[config.mk]
export PLATFORM = sky130hd
export DESIGN_NAME = encoder_pulse_speed_estimator_unit_flat
export DESIGN_NICKNAME = d
export VERILOG_FILES = /design/src/eps_pkg.sv /design/src/eps_stream_if.sv /design/src/encoder_pulse_speed_estimator_unit.sv /design/src/eps_div.sv /design/src/flat_wrapper.sv
export SDC_FILE = /design/constraint.sdc
export NUM_CORES = 2
export LEC_CHECK = 0
export BUFFER_PORTS_ARGS = -buffer_cell sky130_fd_sc_hd__buf_4
export CAP_MARGIN = 10
export CORE_ASPECT_RATIO = 2
export CORE_MARGIN = 5
export CORE_UTILIZATION = 35
export DETAILED_ROUTE_END_ITERATION = 10
export MAX_ROUTING_LAYER = met4
export RECOVER_POWER = 50
export SYNTH_ARGS = -nofsm -noshare
export SYNTH_HDL_FRONTEND = slang
export SYNTH_SLANG_ARGS = --single-unit
export TNS_END_PERCENT = 10
[constraint.sdc]
create_clock -name clk -period 27.5 [get_ports clk]
set_input_delay 2.75 -clock clk [delete_from_list [all_inputs] [get_ports clk]]
set_output_delay 2.75 -clock clk [all_outputs]
set_load 0.03 [all_outputs]
[src/eps_pkg.sv]
`default_nettype none

package eps_pkg;

	// Field widths
	localparam int CHAN_W     = 2;
	localparam int CAP_W      = 16;
	localparam int SCALE_W    = 20;
	localparam int PERIOD_W   = 16;
	localparam int SPA_W      = 8;
	localparam int GLITCH_W   = 24;
	localparam int TMO_W      = 4;
	localparam int OVF_W      = 4;
	localparam int ACC_W      = 40;
	localparam int SPEED_W    = 32;
	localparam int WIDTH_W    = 20;  // clamped pulse width, at most 16 periods of 16 bits
	localparam int CFG_IDX_W  = 3;
	localparam int CFG_DATA_W = 24;

	// Register reset values
	localparam logic [SCALE_W-1:0]  SCALE_RST   = 20'd100000;
	localparam logic [PERIOD_W-1:0] PERIOD_RST  = 16'd10000;
	localparam logic [SPA_W-1:0]    SPA_RST     = 8'd10;
	localparam logic [GLITCH_W-1:0] GLITCH_RST  = 24'd5120;
	localparam logic [TMO_W-1:0]    TMO_RST     = 4'd3;

	typedef enum logic [CFG_IDX_W-1:0] {
		REG_SPEED_SCALE   = 3'd0,
		REG_TIMER_PERIOD  = 3'd1,
		REG_SAMPLES       = 3'd2,
		REG_GLITCH        = 3'd3,
		REG_TIMEOUT       = 3'd4
	} cfg_reg_t;

	typedef enum logic {
		REQ_EDGE = 1'b0,
		REQ_TICK = 1'b1
	} req_type_t;

	typedef struct packed {
		req_type_t         req_type;
		logic [CHAN_W-1:0] channel;
		logic [CAP_W-1:0]  capture_value;
		logic              dir_pin;
	} evt_word_t;

	typedef struct packed {
		logic [CHAN_W-1:0]         out_channel;
		logic signed [SPEED_W-1:0] speed;
		logic                      speed_updated;
	} res_word_t;

	// Per-channel state held in the channel memory
	typedef struct packed {
		logic                      awaiting_fall;
		logic [CAP_W-1:0]          rise_stamp;
		logic                      backward_dir;
		logic [OVF_W-1:0]          overflow_count;
		logic signed [ACC_W-1:0]   speed_accum;
		logic [SPA_W-1:0]          sample_count;
		logic signed [SPEED_W-1:0] speed_value;
		logic                      first_done;
	} chan_state_t;

	// Divider status toward its user
	typedef struct packed {
		logic busy;
		logic done;
	} div_sts_t;

endpackage

`default_nettype wire

[src/eps_stream_if.sv]
`default_nettype none

interface eps_stream_if #(
	parameter type T = logic
);
	logic valid;
	logic ready;
	T     data;

	modport source (output valid, output data, input ready);
	modport sink   (input valid, input data, output ready);
endinterface

`default_nettype wire

[src/encoder_pulse_speed_estimator_unit.sv]
// Path from accept to registered result: a tick or rising edge goes EXEC then WB (straight to WB
// if the channel is out of range), a falling edge EXEC, TDIV, ACC, MCHK, WB, and one that closes
// an average adds MDIV and BLEND before WB. Both divides use the shared bit-serial divider, whose
// dividend is DVD_W = max(20 + FRAC_BITS, 40) bits, 40 by default. One word is in flight; the next
// is accepted the cycle after its result is registered, and a stalled result holds it off.
// Reset: config registers to defaults; valid flags clear, unwritten channels read as zero.
`default_nettype none

module encoder_pulse_speed_estimator_unit
	import eps_pkg::*;
#(
	parameter int NUM_CHANNELS = 4,
	parameter int FRAC_BITS    = 8
) (
	input  wire logic                  clk,
	input  wire logic                  arst_n,
	eps_stream_if.sink                 evt,
	eps_stream_if.source               res,
	input  wire logic                  cfg_we,
	input  wire logic [CFG_IDX_W-1:0]  cfg_idx,
	input  wire logic [CFG_DATA_W-1:0] cfg_wdata
);

	localparam int ADDR_W = (NUM_CHANNELS > 1) ? $clog2(NUM_CHANNELS) : 1;
	localparam int NUM_W  = SCALE_W + FRAC_BITS;
	localparam int DVD_W  = (NUM_W > ACC_W) ? NUM_W : ACC_W;
	localparam int TERM_W = NUM_W + 1;
	localparam int SUM_W  = ((TERM_W > ACC_W) ? TERM_W : ACC_W) + 1;
	localparam int WID_W  = WIDTH_W + 2;

	typedef enum logic [7:0] {
		S_IDLE  = 8'b0000_0001,
		S_EXEC  = 8'b0000_0010,
		S_TDIV  = 8'b0000_0100,
		S_ACC   = 8'b0000_1000,
		S_MCHK  = 8'b0001_0000,
		S_MDIV  = 8'b0010_0000,
		S_BLEND = 8'b0100_0000,
		S_WB    = 8'b1000_0000
	} state_t;

	state_t state_q, state_d;

	// configuration registers
	logic [SCALE_W-1:0]  scale_q;
	logic [PERIOD_W-1:0] period_q;
	logic [SPA_W-1:0]    spa_q;
	logic [GLITCH_W-1:0] glitch_q;
	logic [TMO_W-1:0]    tmo_q;

	// channel memory and valid flags
	chan_state_t             mem_q [NUM_CHANNELS];
	chan_state_t             rdata_q;
	logic                    ent_vld_q;
	logic [NUM_CHANNELS-1:0] vld_q;
	logic                    mem_we;
	logic [ADDR_W-1:0]       rd_addr;
	logic [ADDR_W-1:0]       wr_addr;
	logic                    evt_acc;
	logic                    evt_oor;

	// working registers
	evt_word_t                 evt_q;
	logic                      oor_q;
	chan_state_t               cur_q;
	logic signed [SPEED_W-1:0] old_speed_q;
	logic signed [SPEED_W-1:0] mean_q;
	res_word_t                 res_q;
	logic                      res_vld_q;
	logic                      res_load;

	// combinational
	chan_state_t          st;
	chan_state_t          exec_nxt;
	logic [OVF_W-1:0]     ovf_inc;
	logic [WIDTH_W-1:0]   prod;
	logic signed [WID_W-1:0] wid;
	logic [WIDTH_W-1:0]   wid_cl;
	logic                 is_fall;
	logic [SPA_W-1:0]     n_eff;
	logic [TERM_W-1:0]    term;
	logic [SUM_W-1:0]     acc_sum;
	logic [ACC_W-1:0]     acc_sat;
	logic [ACC_W-1:0]     acc_abs;
	logic [ACC_W:0]       mean_ext;
	logic [SPEED_W-1:0]   mean_sat;
	logic [SPEED_W:0]     bl_sum;
	logic [SPEED_W:0]     bl_abs;
	logic [SPEED_W:0]     bl_rnd;
	logic                 bl_take;

	// divider hookup
	logic             div_start;
	logic [DVD_W-1:0] div_dvd;
	logic [WIDTH_W-1:0] div_dvs;
	logic [DVD_W-1:0] div_quo;
	div_sts_t         div_sts;

	eps_div #(
		.DVD_W (DVD_W),
		.DVS_W (WIDTH_W)
	) u_div (
		.clk      (clk),
		.arst_n   (arst_n),
		.start    (div_start),
		.dividend (div_dvd),
		.divisor  (div_dvs),
		.quotient (div_quo),
		.sts      (div_sts)
	);

	// handshake
	assign evt.ready = (state_q == S_IDLE);
	assign evt_acc   = evt.valid && (state_q == S_IDLE);
	assign evt_oor   = !(32'(evt.data.channel) < NUM_CHANNELS);
	assign rd_addr   = ADDR_W'(evt.data.channel);
	assign wr_addr   = ADDR_W'(evt_q.channel);
	assign res_load  = (state_q == S_WB) && (!res_vld_q || res.ready);
	assign mem_we    = res_load && !oor_q;
	assign res.valid = res_vld_q;
	assign res.data  = res_q;

	// entry as read; never-written entries read as zero
	assign st = ent_vld_q ? rdata_q : '0;

	// tick / rising / falling update of the entry
	assign ovf_inc = st.overflow_count + 1'b1;
	assign is_fall = (evt_q.req_type == REQ_EDGE) && st.awaiting_fall;

	always_comb begin
		exec_nxt = st;
		if (evt_q.req_type == REQ_TICK) begin
			exec_nxt.overflow_count = ovf_inc;
			if (ovf_inc >= tmo_q) begin
				exec_nxt.overflow_count = '0;
				exec_nxt.speed_value    = '0;
			end
		end else if (!st.awaiting_fall) begin
			exec_nxt.awaiting_fall  = 1'b1;
			exec_nxt.rise_stamp     = evt_q.capture_value;
			exec_nxt.overflow_count = '0;
			exec_nxt.backward_dir   = evt_q.dir_pin;
		end else begin
			exec_nxt.awaiting_fall = 1'b0;
		end
	end

	// pulse width, clamped to at least one count
	assign prod = WIDTH_W'(period_q) * WIDTH_W'(st.overflow_count);
	assign wid  = $signed(WID_W'(evt_q.capture_value)) - $signed(WID_W'(st.rise_stamp))
		+ $signed(WID_W'(prod));
	assign wid_cl = (wid < $signed(WID_W'(1))) ? WIDTH_W'(1) : wid[WIDTH_W-1:0];

	// signed speed term and saturating accumulate
	assign n_eff = (spa_q == '0) ? SPA_W'(1) : spa_q;
	assign term  = cur_q.backward_dir ? -{1'b0, div_quo[NUM_W-1:0]}
		: {1'b0, div_quo[NUM_W-1:0]};
	assign acc_sum = SUM_W'($signed(term)) + SUM_W'(cur_q.speed_accum);

	always_comb begin
		if ((acc_sum[SUM_W-1:ACC_W-1] == '0) || (acc_sum[SUM_W-1:ACC_W-1] == '1)) begin
			acc_sat = acc_sum[ACC_W-1:0];
		end else if (acc_sum[SUM_W-1]) begin
			acc_sat = {1'b1, {(ACC_W-1){1'b0}}};
		end else begin
			acc_sat = {1'b0, {(ACC_W-1){1'b1}}};
		end
	end

	// mean: magnitude divide, sign restored, saturated to 32 bits
	assign acc_abs  = cur_q.speed_accum[ACC_W-1] ? -cur_q.speed_accum : cur_q.speed_accum;
	assign mean_ext = cur_q.speed_accum[ACC_W-1] ? -{1'b0, div_quo[ACC_W-1:0]}
		: {1'b0, div_quo[ACC_W-1:0]};

	always_comb begin
		if ((mean_ext[ACC_W:SPEED_W-1] == '0) || (mean_ext[ACC_W:SPEED_W-1] == '1)) begin
			mean_sat = mean_ext[SPEED_W-1:0];
		end else if (mean_ext[ACC_W]) begin
			mean_sat = {1'b1, {(SPEED_W-1){1'b0}}};
		end else begin
			mean_sat = {1'b0, {(SPEED_W-1){1'b1}}};
		end
	end

	// blend with old speed, halved toward zero; small sums are dropped
	assign bl_sum  = {mean_q[SPEED_W-1], mean_q}
		+ {cur_q.speed_value[SPEED_W-1], cur_q.speed_value};
	assign bl_abs  = bl_sum[SPEED_W] ? -bl_sum : bl_sum;
	assign bl_rnd  = bl_sum + {{SPEED_W{1'b0}}, bl_sum[SPEED_W]};
	assign bl_take = (bl_abs >= (SPEED_W+1)'(glitch_q));

	// divider operand select
	always_comb begin
		div_start = 1'b0;
		div_dvd   = DVD_W'(scale_q) << FRAC_BITS;
		div_dvs   = wid_cl;
		if (state_q == S_EXEC) begin
			div_start = is_fall;
		end else if (state_q == S_MCHK) begin
			div_start = !(cur_q.sample_count < n_eff);
			div_dvd   = DVD_W'(acc_abs);
			div_dvs   = WIDTH_W'(n_eff);
		end
	end

	// next state
	always_comb begin
		state_d = state_q;
		unique case (state_q)
			S_IDLE: begin
				if (evt.valid) begin
					state_d = evt_oor ? S_WB : S_EXEC;
				end
			end
			S_EXEC:  state_d = is_fall ? S_TDIV : S_WB;
			S_TDIV:  if (div_sts.done) state_d = S_ACC;
			S_ACC:   state_d = S_MCHK;
			S_MCHK:  state_d = (cur_q.sample_count < n_eff) ? S_WB : S_MDIV;
			S_MDIV:  if (div_sts.done) state_d = S_BLEND;
			S_BLEND: state_d = S_WB;
			S_WB:    if (res_load) state_d = S_IDLE;
			default: state_d = S_IDLE;
		endcase
	end

	// control registers
	always_ff @(posedge clk or negedge arst_n) begin
		if (!arst_n) begin
			state_q   <= S_IDLE;
			res_vld_q <= 1'b0;
			vld_q     <= '0;
			scale_q   <= SCALE_RST;
			period_q  <= PERIOD_RST;
			spa_q     <= SPA_RST;
			glitch_q  <= GLITCH_RST;
			tmo_q     <= TMO_RST;
		end else begin
			state_q <= state_d;
			if (res_load) begin
				res_vld_q <= 1'b1;
			end else if (res.ready) begin
				res_vld_q <= 1'b0;
			end
			if (mem_we) begin
				vld_q[wr_addr] <= 1'b1;
			end
			if (cfg_we) begin
				unique case (cfg_reg_t'(cfg_idx))
					REG_SPEED_SCALE:  scale_q  <= cfg_wdata[SCALE_W-1:0];
					REG_TIMER_PERIOD: period_q <= cfg_wdata[PERIOD_W-1:0];
					REG_SAMPLES:      spa_q    <= cfg_wdata[SPA_W-1:0];
					REG_GLITCH:       glitch_q <= cfg_wdata[GLITCH_W-1:0];
					REG_TIMEOUT:      tmo_q    <= cfg_wdata[TMO_W-1:0];
					default: ;
				endcase
			end
		end
	end

	// channel memory: registered read, write-back at end of word
	always_ff @(posedge clk) begin
		if (evt_acc && !evt_oor) begin
			rdata_q   <= mem_q[rd_addr];
			ent_vld_q <= vld_q[rd_addr];
		end
		if (mem_we) begin
			mem_q[wr_addr] <= cur_q;
		end
	end

	// datapath registers
	always_ff @(posedge clk) begin
		if (evt_acc) begin
			evt_q <= evt.data;
			oor_q <= evt_oor;
		end
		case (state_q)
			S_EXEC: begin
				cur_q       <= exec_nxt;
				old_speed_q <= st.speed_value;
			end
			S_ACC: begin
				cur_q.speed_accum  <= acc_sat;
				cur_q.sample_count <= cur_q.sample_count + 1'b1;
			end
			S_MDIV: begin
				if (div_sts.done) begin
					mean_q <= mean_sat;
				end
			end
			S_BLEND: begin
				if (!cur_q.first_done) begin
					cur_q.first_done  <= 1'b1;
					cur_q.speed_value <= mean_q;
				end else if (bl_take) begin
					cur_q.speed_value <= bl_rnd[SPEED_W:1];
				end
				cur_q.sample_count <= '0;
				cur_q.speed_accum  <= '0;
			end
			default: ;
		endcase
		if (res_load) begin
			res_q.out_channel   <= evt_q.channel;
			res_q.speed         <= oor_q ? '0 : cur_q.speed_value;
			res_q.speed_updated <= !oor_q && (cur_q.speed_value != old_speed_q);
		end
	end

	// checks
	a_div_done_waiting: assert property (@(posedge clk) disable iff (!arst_n)
		div_sts.done |-> (state_q == S_TDIV || state_q == S_MDIV))
		else $error("divider finished outside a wait state");

	a_div_start_free: assert property (@(posedge clk) disable iff (!arst_n)
		div_start |-> !div_sts.busy)
		else $error("divider started while busy");

	a_wb_to_idle: assert property (@(posedge clk) disable iff (!arst_n)
		res_load |=> (state_q == S_IDLE) && res_vld_q)
		else $error("write-back did not return to idle with a result");

	a_accept_path: assert property (@(posedge clk) disable iff (!arst_n)
		(evt.valid && evt.ready) |=> (state_q == S_EXEC || state_q == S_WB))
		else $error("accepted word took no valid path");

endmodule

`default_nettype wire

[src/eps_div.sv]
`default_nettype none

// Restoring unsigned divider, one quotient bit per cycle
module eps_div
	import eps_pkg::*;
#(
	parameter int DVD_W = 40,
	parameter int DVS_W = 20
) (
	input  wire logic             clk,
	input  wire logic             arst_n,
	input  wire logic             start,
	input  wire logic [DVD_W-1:0] dividend,
	input  wire logic [DVS_W-1:0] divisor,
	output      logic [DVD_W-1:0] quotient,
	output      div_sts_t         sts
);

	localparam int CNT_W = $clog2(DVD_W + 1);

	logic [DVD_W-1:0] quo_q;
	logic [DVS_W-1:0] rem_q;
	logic [DVS_W-1:0] dvs_q;
	logic [CNT_W-1:0] cnt_q;
	logic             busy_q;
	logic             done_q;

	logic [DVS_W:0]   trial;
	logic [DVS_W:0]   diff;

	// one trial subtraction per cycle
	assign trial = {rem_q, quo_q[DVD_W-1]};
	assign diff  = trial - {1'b0, dvs_q};

	// control
	always_ff @(posedge clk or negedge arst_n) begin
		if (!arst_n) begin
			busy_q <= 1'b0;
			done_q <= 1'b0;
			cnt_q  <= '0;
		end else begin
			done_q <= 1'b0;
			if (start) begin
				busy_q <= 1'b1;
				cnt_q  <= CNT_W'(DVD_W);
			end else if (busy_q) begin
				cnt_q <= cnt_q - 1'b1;
				if (cnt_q == CNT_W'(1)) begin
					busy_q <= 1'b0;
					done_q <= 1'b1;
				end
			end
		end
	end

	// datapath
	always_ff @(posedge clk) begin
		if (start) begin
			quo_q <= dividend;
			rem_q <= '0;
			dvs_q <= divisor;
		end else if (busy_q) begin
			quo_q <= {quo_q[DVD_W-2:0], ~diff[DVS_W]};
			rem_q <= diff[DVS_W] ? trial[DVS_W-1:0] : diff[DVS_W-1:0];
		end
	end

	assign quotient = quo_q;
	assign sts      = '{busy: busy_q, done: done_q};

endmodule

`default_nettype wire

[src/flat_wrapper.sv]
// flat-port wrapper written by rule: the top's interface ports become plain ports
module encoder_pulse_speed_estimator_unit_flat import eps_pkg::*;
#(
	parameter int NUM_CHANNELS = 4,
	parameter int FRAC_BITS    = 8
)
  (clk, arst_n, cfg_we, cfg_idx, cfg_wdata, evt_valid, evt_data, evt_ready, res_valid, res_data, res_ready);
  eps_stream_if #(.T(evt_word_t)) evt_i ();
  eps_stream_if #(.T(res_word_t)) res_i ();
  input  wire logic clk;
  input  wire logic arst_n;
  input  wire logic cfg_we;
  input  wire logic [CFG_IDX_W-1:0] cfg_idx;
  input  wire logic [CFG_DATA_W-1:0] cfg_wdata;
  input wire logic [$bits(evt_i.valid)-1:0] evt_valid;
  input wire logic [$bits(evt_i.data)-1:0] evt_data;
  output wire logic [$bits(evt_i.ready)-1:0] evt_ready;
  output wire logic [$bits(res_i.valid)-1:0] res_valid;
  output wire logic [$bits(res_i.data)-1:0] res_data;
  input wire logic [$bits(res_i.ready)-1:0] res_ready;
  assign evt_i.valid = evt_valid;
  assign evt_i.data = evt_data;
  assign evt_ready = evt_i.ready;
  assign res_valid = res_i.valid;
  assign res_data = res_i.data;
  assign res_i.ready = res_ready;
  encoder_pulse_speed_estimator_unit #(.NUM_CHANNELS(NUM_CHANNELS), .FRAC_BITS(FRAC_BITS)) u_core (.clk(clk), .arst_n(arst_n), .evt(evt_i), .res(res_i), .cfg_we(cfg_we), .cfg_idx(cfg_idx), .cfg_wdata(cfg_wdata));
endmodule
==> results.json <==
{
  "swShare_pct": 35.76,
  "grt_usage_pct": 17.98,
  "drive_gt1_share_pct": 12.58,
  "wl_met3_um": 3903,
  "clk_pin_slew_ns": 0.07,
  "final_cells": 5497,
  "clock_sinks": 911,
  "drtPass1Iterations": 5,
  "die_w_um": 268.2,
  "tritoncts": "built",
  "power_frac_clock_pct": 24.4,
  "crit_fanout": 53,
  "pre_cts_slack_ns": 19.69,
  "fmax_mhz": 99.91,
  "final.min_clock_period_ns": 10.01,
  "cts_max_level": 3,
  "synthesis.area_mm2": 0.04667,
  "synth.most_common_cell": "edfxtp_1",
  "slowest_delay_ns": 1.40,
  "clockBufferDepth": 3,
  "maxCapViolCount": 21,
  "relSlewSlack_pct": -161.1,
  "die_area_mm2": 0.1412,
  "grt_max_degree": 94,
  "netlist.area_leader.share_pct": 51.35,
  "hold_class": "flip-flop to flip-flop",
  "post_cts_resized": 0,
  "p_sw_mw": 1.728,
  "synth_cells": 3627,
  "routed-wl-met2_um": 69170,
  "wl_per_cell_um": 22.72,
  "vias": 29480,
  "worstPathRequired_ns": 27.96,
  "syn2layout_area_growth_pct": 11.44,
  "antenna_found_initial": 5,
  "p_int_mw": 3.104,
  "final.setup.tns_ns": 0,
  "skew_ns": 0.02408,
  "root_buffer": "clkbuf_16",
  "min_delay_path_depth": 1,
  "synthTopCellsByCount": "798 x edfxtp_1, 301 x nand2_1, 197 x ha_1",
  "place_congestion": 0.9479,
  "hold_path_end": "u_core.vld_q[0]$_DFFE_PN0P_",
  "fillerInstances": 12450,
  "syn_nets": 3909,
  "hold_viol_final": 0,
  "setup_ws_ns": 17.49,
  "fp.coreArea_mm2": 0.1327,
  "worst_slew_pin_slew_ns": 3.917,
  "grt_first_pass_wirelength_um": 188900,
  "insertion_delay_ns": 0.68,
  "die_h_um": 526.4,
  "drtIter0Drc": 2045,
  "portBuffers": 88,
  "drt-vias-per-instance": 5.363,
  "synth_cell_types": 87,
  "yosys.area.top_type": "edfxtp_1",
  "worst_r2r_path_depth": 25,
  "nNetsFinal": 3989,
  "yosys-top-cells-area": "edfxtp_1 51%, ha_1 5.3%, mux4_2 5.0%",
  "seq_area_frac_synth_pct": 57.24,
  "wl_um": 124900,
  "r2r_slack_ns": 17.49,
  "num_rows": 189,
  "postSynthAreaPerCell_um2": 12.87,
  "violations": "capacitance limit, slew limit",
  "hpwlAfterDp_um": 90580,
  "ys_warn_count": 0,
  "cp-end-kind": "flip-flop",
  "powerDensity_mw_per_mm2": 92.90,
  "grt-ovfl-total": 0,
  "drtAntennaViolNets": 0,
  "holdWs_ns": 0.4650,
  "wl_met1_um": 47160,
  "cts_setup_buffers": 0,
  "peakVddDrop_mv": 0.05349,
  "rsz0062_at_grt": "false",
  "status": "complete, but fails checks",
  "maxUsedRoutingLayer": "met4",
  "placed_cells": 5343,
  "start_kind": "flip-flop",
  "combPwrFrac_pct": 35.5,
  "cts_made_buffers": 81,
  "async_flop_share_pct": 10.21,
  "route.detailed.drc": 0,
  "cp_slowest_cell": "clkbuf_1",
  "min_from": "u_core.vld_q[0]$_DFFE_PN0P_",
  "io_pins": 89,
  "synth_ff_type": "edfxtp_1",
  "start_util_pct": 35.18,
  "p_seq_share_pct": 40.1,
  "synth_edf_count": 798,
  "period_share_pct": 36.40,
  "worstReg2RegStart": "u_core.ent_vld_q$_DFFE_PP_",
  "criticalPathCategory": "flip-flop to flip-flop",
  "finalMaxSlewViolations": 818,
  "arrival_ns": 10.47,
  "setup_violations": 0,
  "reg2reg_to": "u_core.u_div.dvs_q[9]$_DFFE_PP_",
  "leakage_nw": 19.04,
  "cts-hold-fix-buffers": 0,
  "ys_ff_latch": 911,
  "grt_pass1_vias": 30440
}
state kept, by name (all words and copies together), names as in the netlist, 16 cells and up:
| register | count |
|---|---|
| u_core.evt_q | 18 |
| u_core.period_q | 16 |
| u_core.u_div.rem_q | 20 |
| u_core.glitch_q | 24 |
| u_core.u_div.quotient | 40 |
| u_core.old_speed_q | 32 |
| u_core.mem_q | 412 |
| u_core.res.data | 35 |
| u_core.mean_q | 32 |
| u_core.scale_q | 20 |
| u_core.rdata_q | 103 |
| u_core.u_div.dvs_q | 20 |
| u_core.cur_q | 103 |
per-layer routing:
metal / GRT usage (%) / vias to the layer above
met5: - / -
met4: 6.212 / 0
met3: 1.975 / 205
met2: 33.62 / 606
met1: 19.60 / 14870
li1: - / 13800
worst max-delay path by stage:
stage / to / depth (start not counted) / from / slack [ns]
2_1_floorplan: u_core.vld_q[1]$_DFFE_PN0P_ / 3 / res_ready / 13.01
3_3_place_gp: u_core.cur_q[1]$_DFFE_PP_ / 24 / u_core.cur_q[1]$_DFFE_PP_ / 19.69
3_5_place_dp: u_core.cur_q[1]$_DFFE_PP_ / 24 / u_core.cur_q[1]$_DFFE_PP_ / 19.69
4_1_cts: u_core.cur_q[24]$_DFFE_PP_ / 24 / u_core.cur_q[1]$_DFFE_PP_ / 19.63
5_1_grt: u_core.u_div.dvs_q[9]$_DFFE_PP_ / 25 / u_core.ent_vld_q$_DFFE_PP_ / 16.36
6_report: u_core.u_div.dvs_q[9]$_DFFE_PP_ / 25 / u_core.ent_vld_q$_DFFE_PP_ / 17.49
power groups by stage:
stage / clock (mW) / sequential [mW] / combinational (mW)
2_1_floorplan: 0 / 1.90 / 1.27
3_3_place_gp: 0 / 1.95 / 1.71
3_5_place_dp: 0 / 1.96 / 1.72
4_1_cts: 1.21 / 1.93 / 1.73
5_1_grt: 1.26 / 1.96 / 1.91
6_report: 1.18 / 1.94 / 1.72
cells by family (layout without fill, tap and decap cells):
group / count (synthesis) / in the layout / synth area share [%]
buf+inv: 322 / 471 / 2.601
fa+ha+maj: 233 / 233 / 6.762
flops: 911 / 911 / 57.24
other cells: 0 / 2 / 0
xor+xnor: 310 / 310 / 5.818
mux: 203 / 203 / 7.314
compound gates: 736 / 736 / 10.44
simple gates: 912 / 912 / 9.829
cell usage in the layout, fill, tap and decap left out, drive strengths merged, types with 12 or more instances in the layout:
cell type / Yosys / layout
a211oi: 20 / 20
a21o: 73 / 73
a21oi: 159 / 159
a221o: 31 / 31
a22o: 19 / 19
a22oi: 15 / 15
and2: 54 / 54
and3: 63 / 63
buf: 21 / 98
clkbuf: 125 / 143
clkinv: 0 / 30
dfrtp: 75 / 75
dfstp: 18 / 18
dfxtp: 20 / 20
edfxtp: 798 / 798
fa: 33 / 33
ha: 197 / 197
inv: 176 / 184
mux2: 64 / 64
mux2i: 35 / 35
mux4: 104 / 104
nand2: 301 / 301
nand2b: 32 / 32
nand3: 52 / 52
nand4: 30 / 30
nor2: 164 / 164
nor2b: 31 / 31
nor3: 55 / 55
nor4: 25 / 25
o21a: 17 / 17
o21ai: 209 / 209
o21ba: 23 / 23
o31ai: 47 / 47
or2: 12 / 12
or3: 31 / 31
or4: 24 / 24
xnor2: 193 / 193
xor2: 117 / 117
critical path, delay by kind of cell, from the launching register on:
family | cells | cell delay, ns
flops | 1 | 0.32
simple gates | 3 | 0.74
xor+xnor | 2 | 0.69
compound gates | 14 | 3.16
buf+inv | 4 | 4.01
fa+ha+maj | 2 | 0.83
cell type report:
type / instances / area, um^2 / share of cell area, %
Inverter: 176 / 660.6 / 1.270
Antenna cell: 2 / 5.005 / 0.009623
Timing Repair Buffer: 143 / 972.2 / 1.869
Multi-Input combinational cell: 2394 / 18800 / 36.16
Tap cell: 1719 / 2151 / 4.135
Clock inverter: 54 / 549.3 / 1.056
Clock buffer: 98 / 2153 / 4.140
Sequential cell: 911 / 26710 / 51.36
through the flow:
step / power, mW / area, um^2 / util (%)
6_report: 4.832 / 52010 / 39.20
4_1_cts: 4.867 / 52140 / 39.31
3_3_place_gp: 3.661 / 49440 / 37.27
3_5_place_dp: 3.674 / 49440 / 37.27
5_1_grt: 5.126 / 52010 / 39.20
2_1_floorplan: 3.173 / 46670 / -
Note: power is estimated with default switching activity, not from simulation.
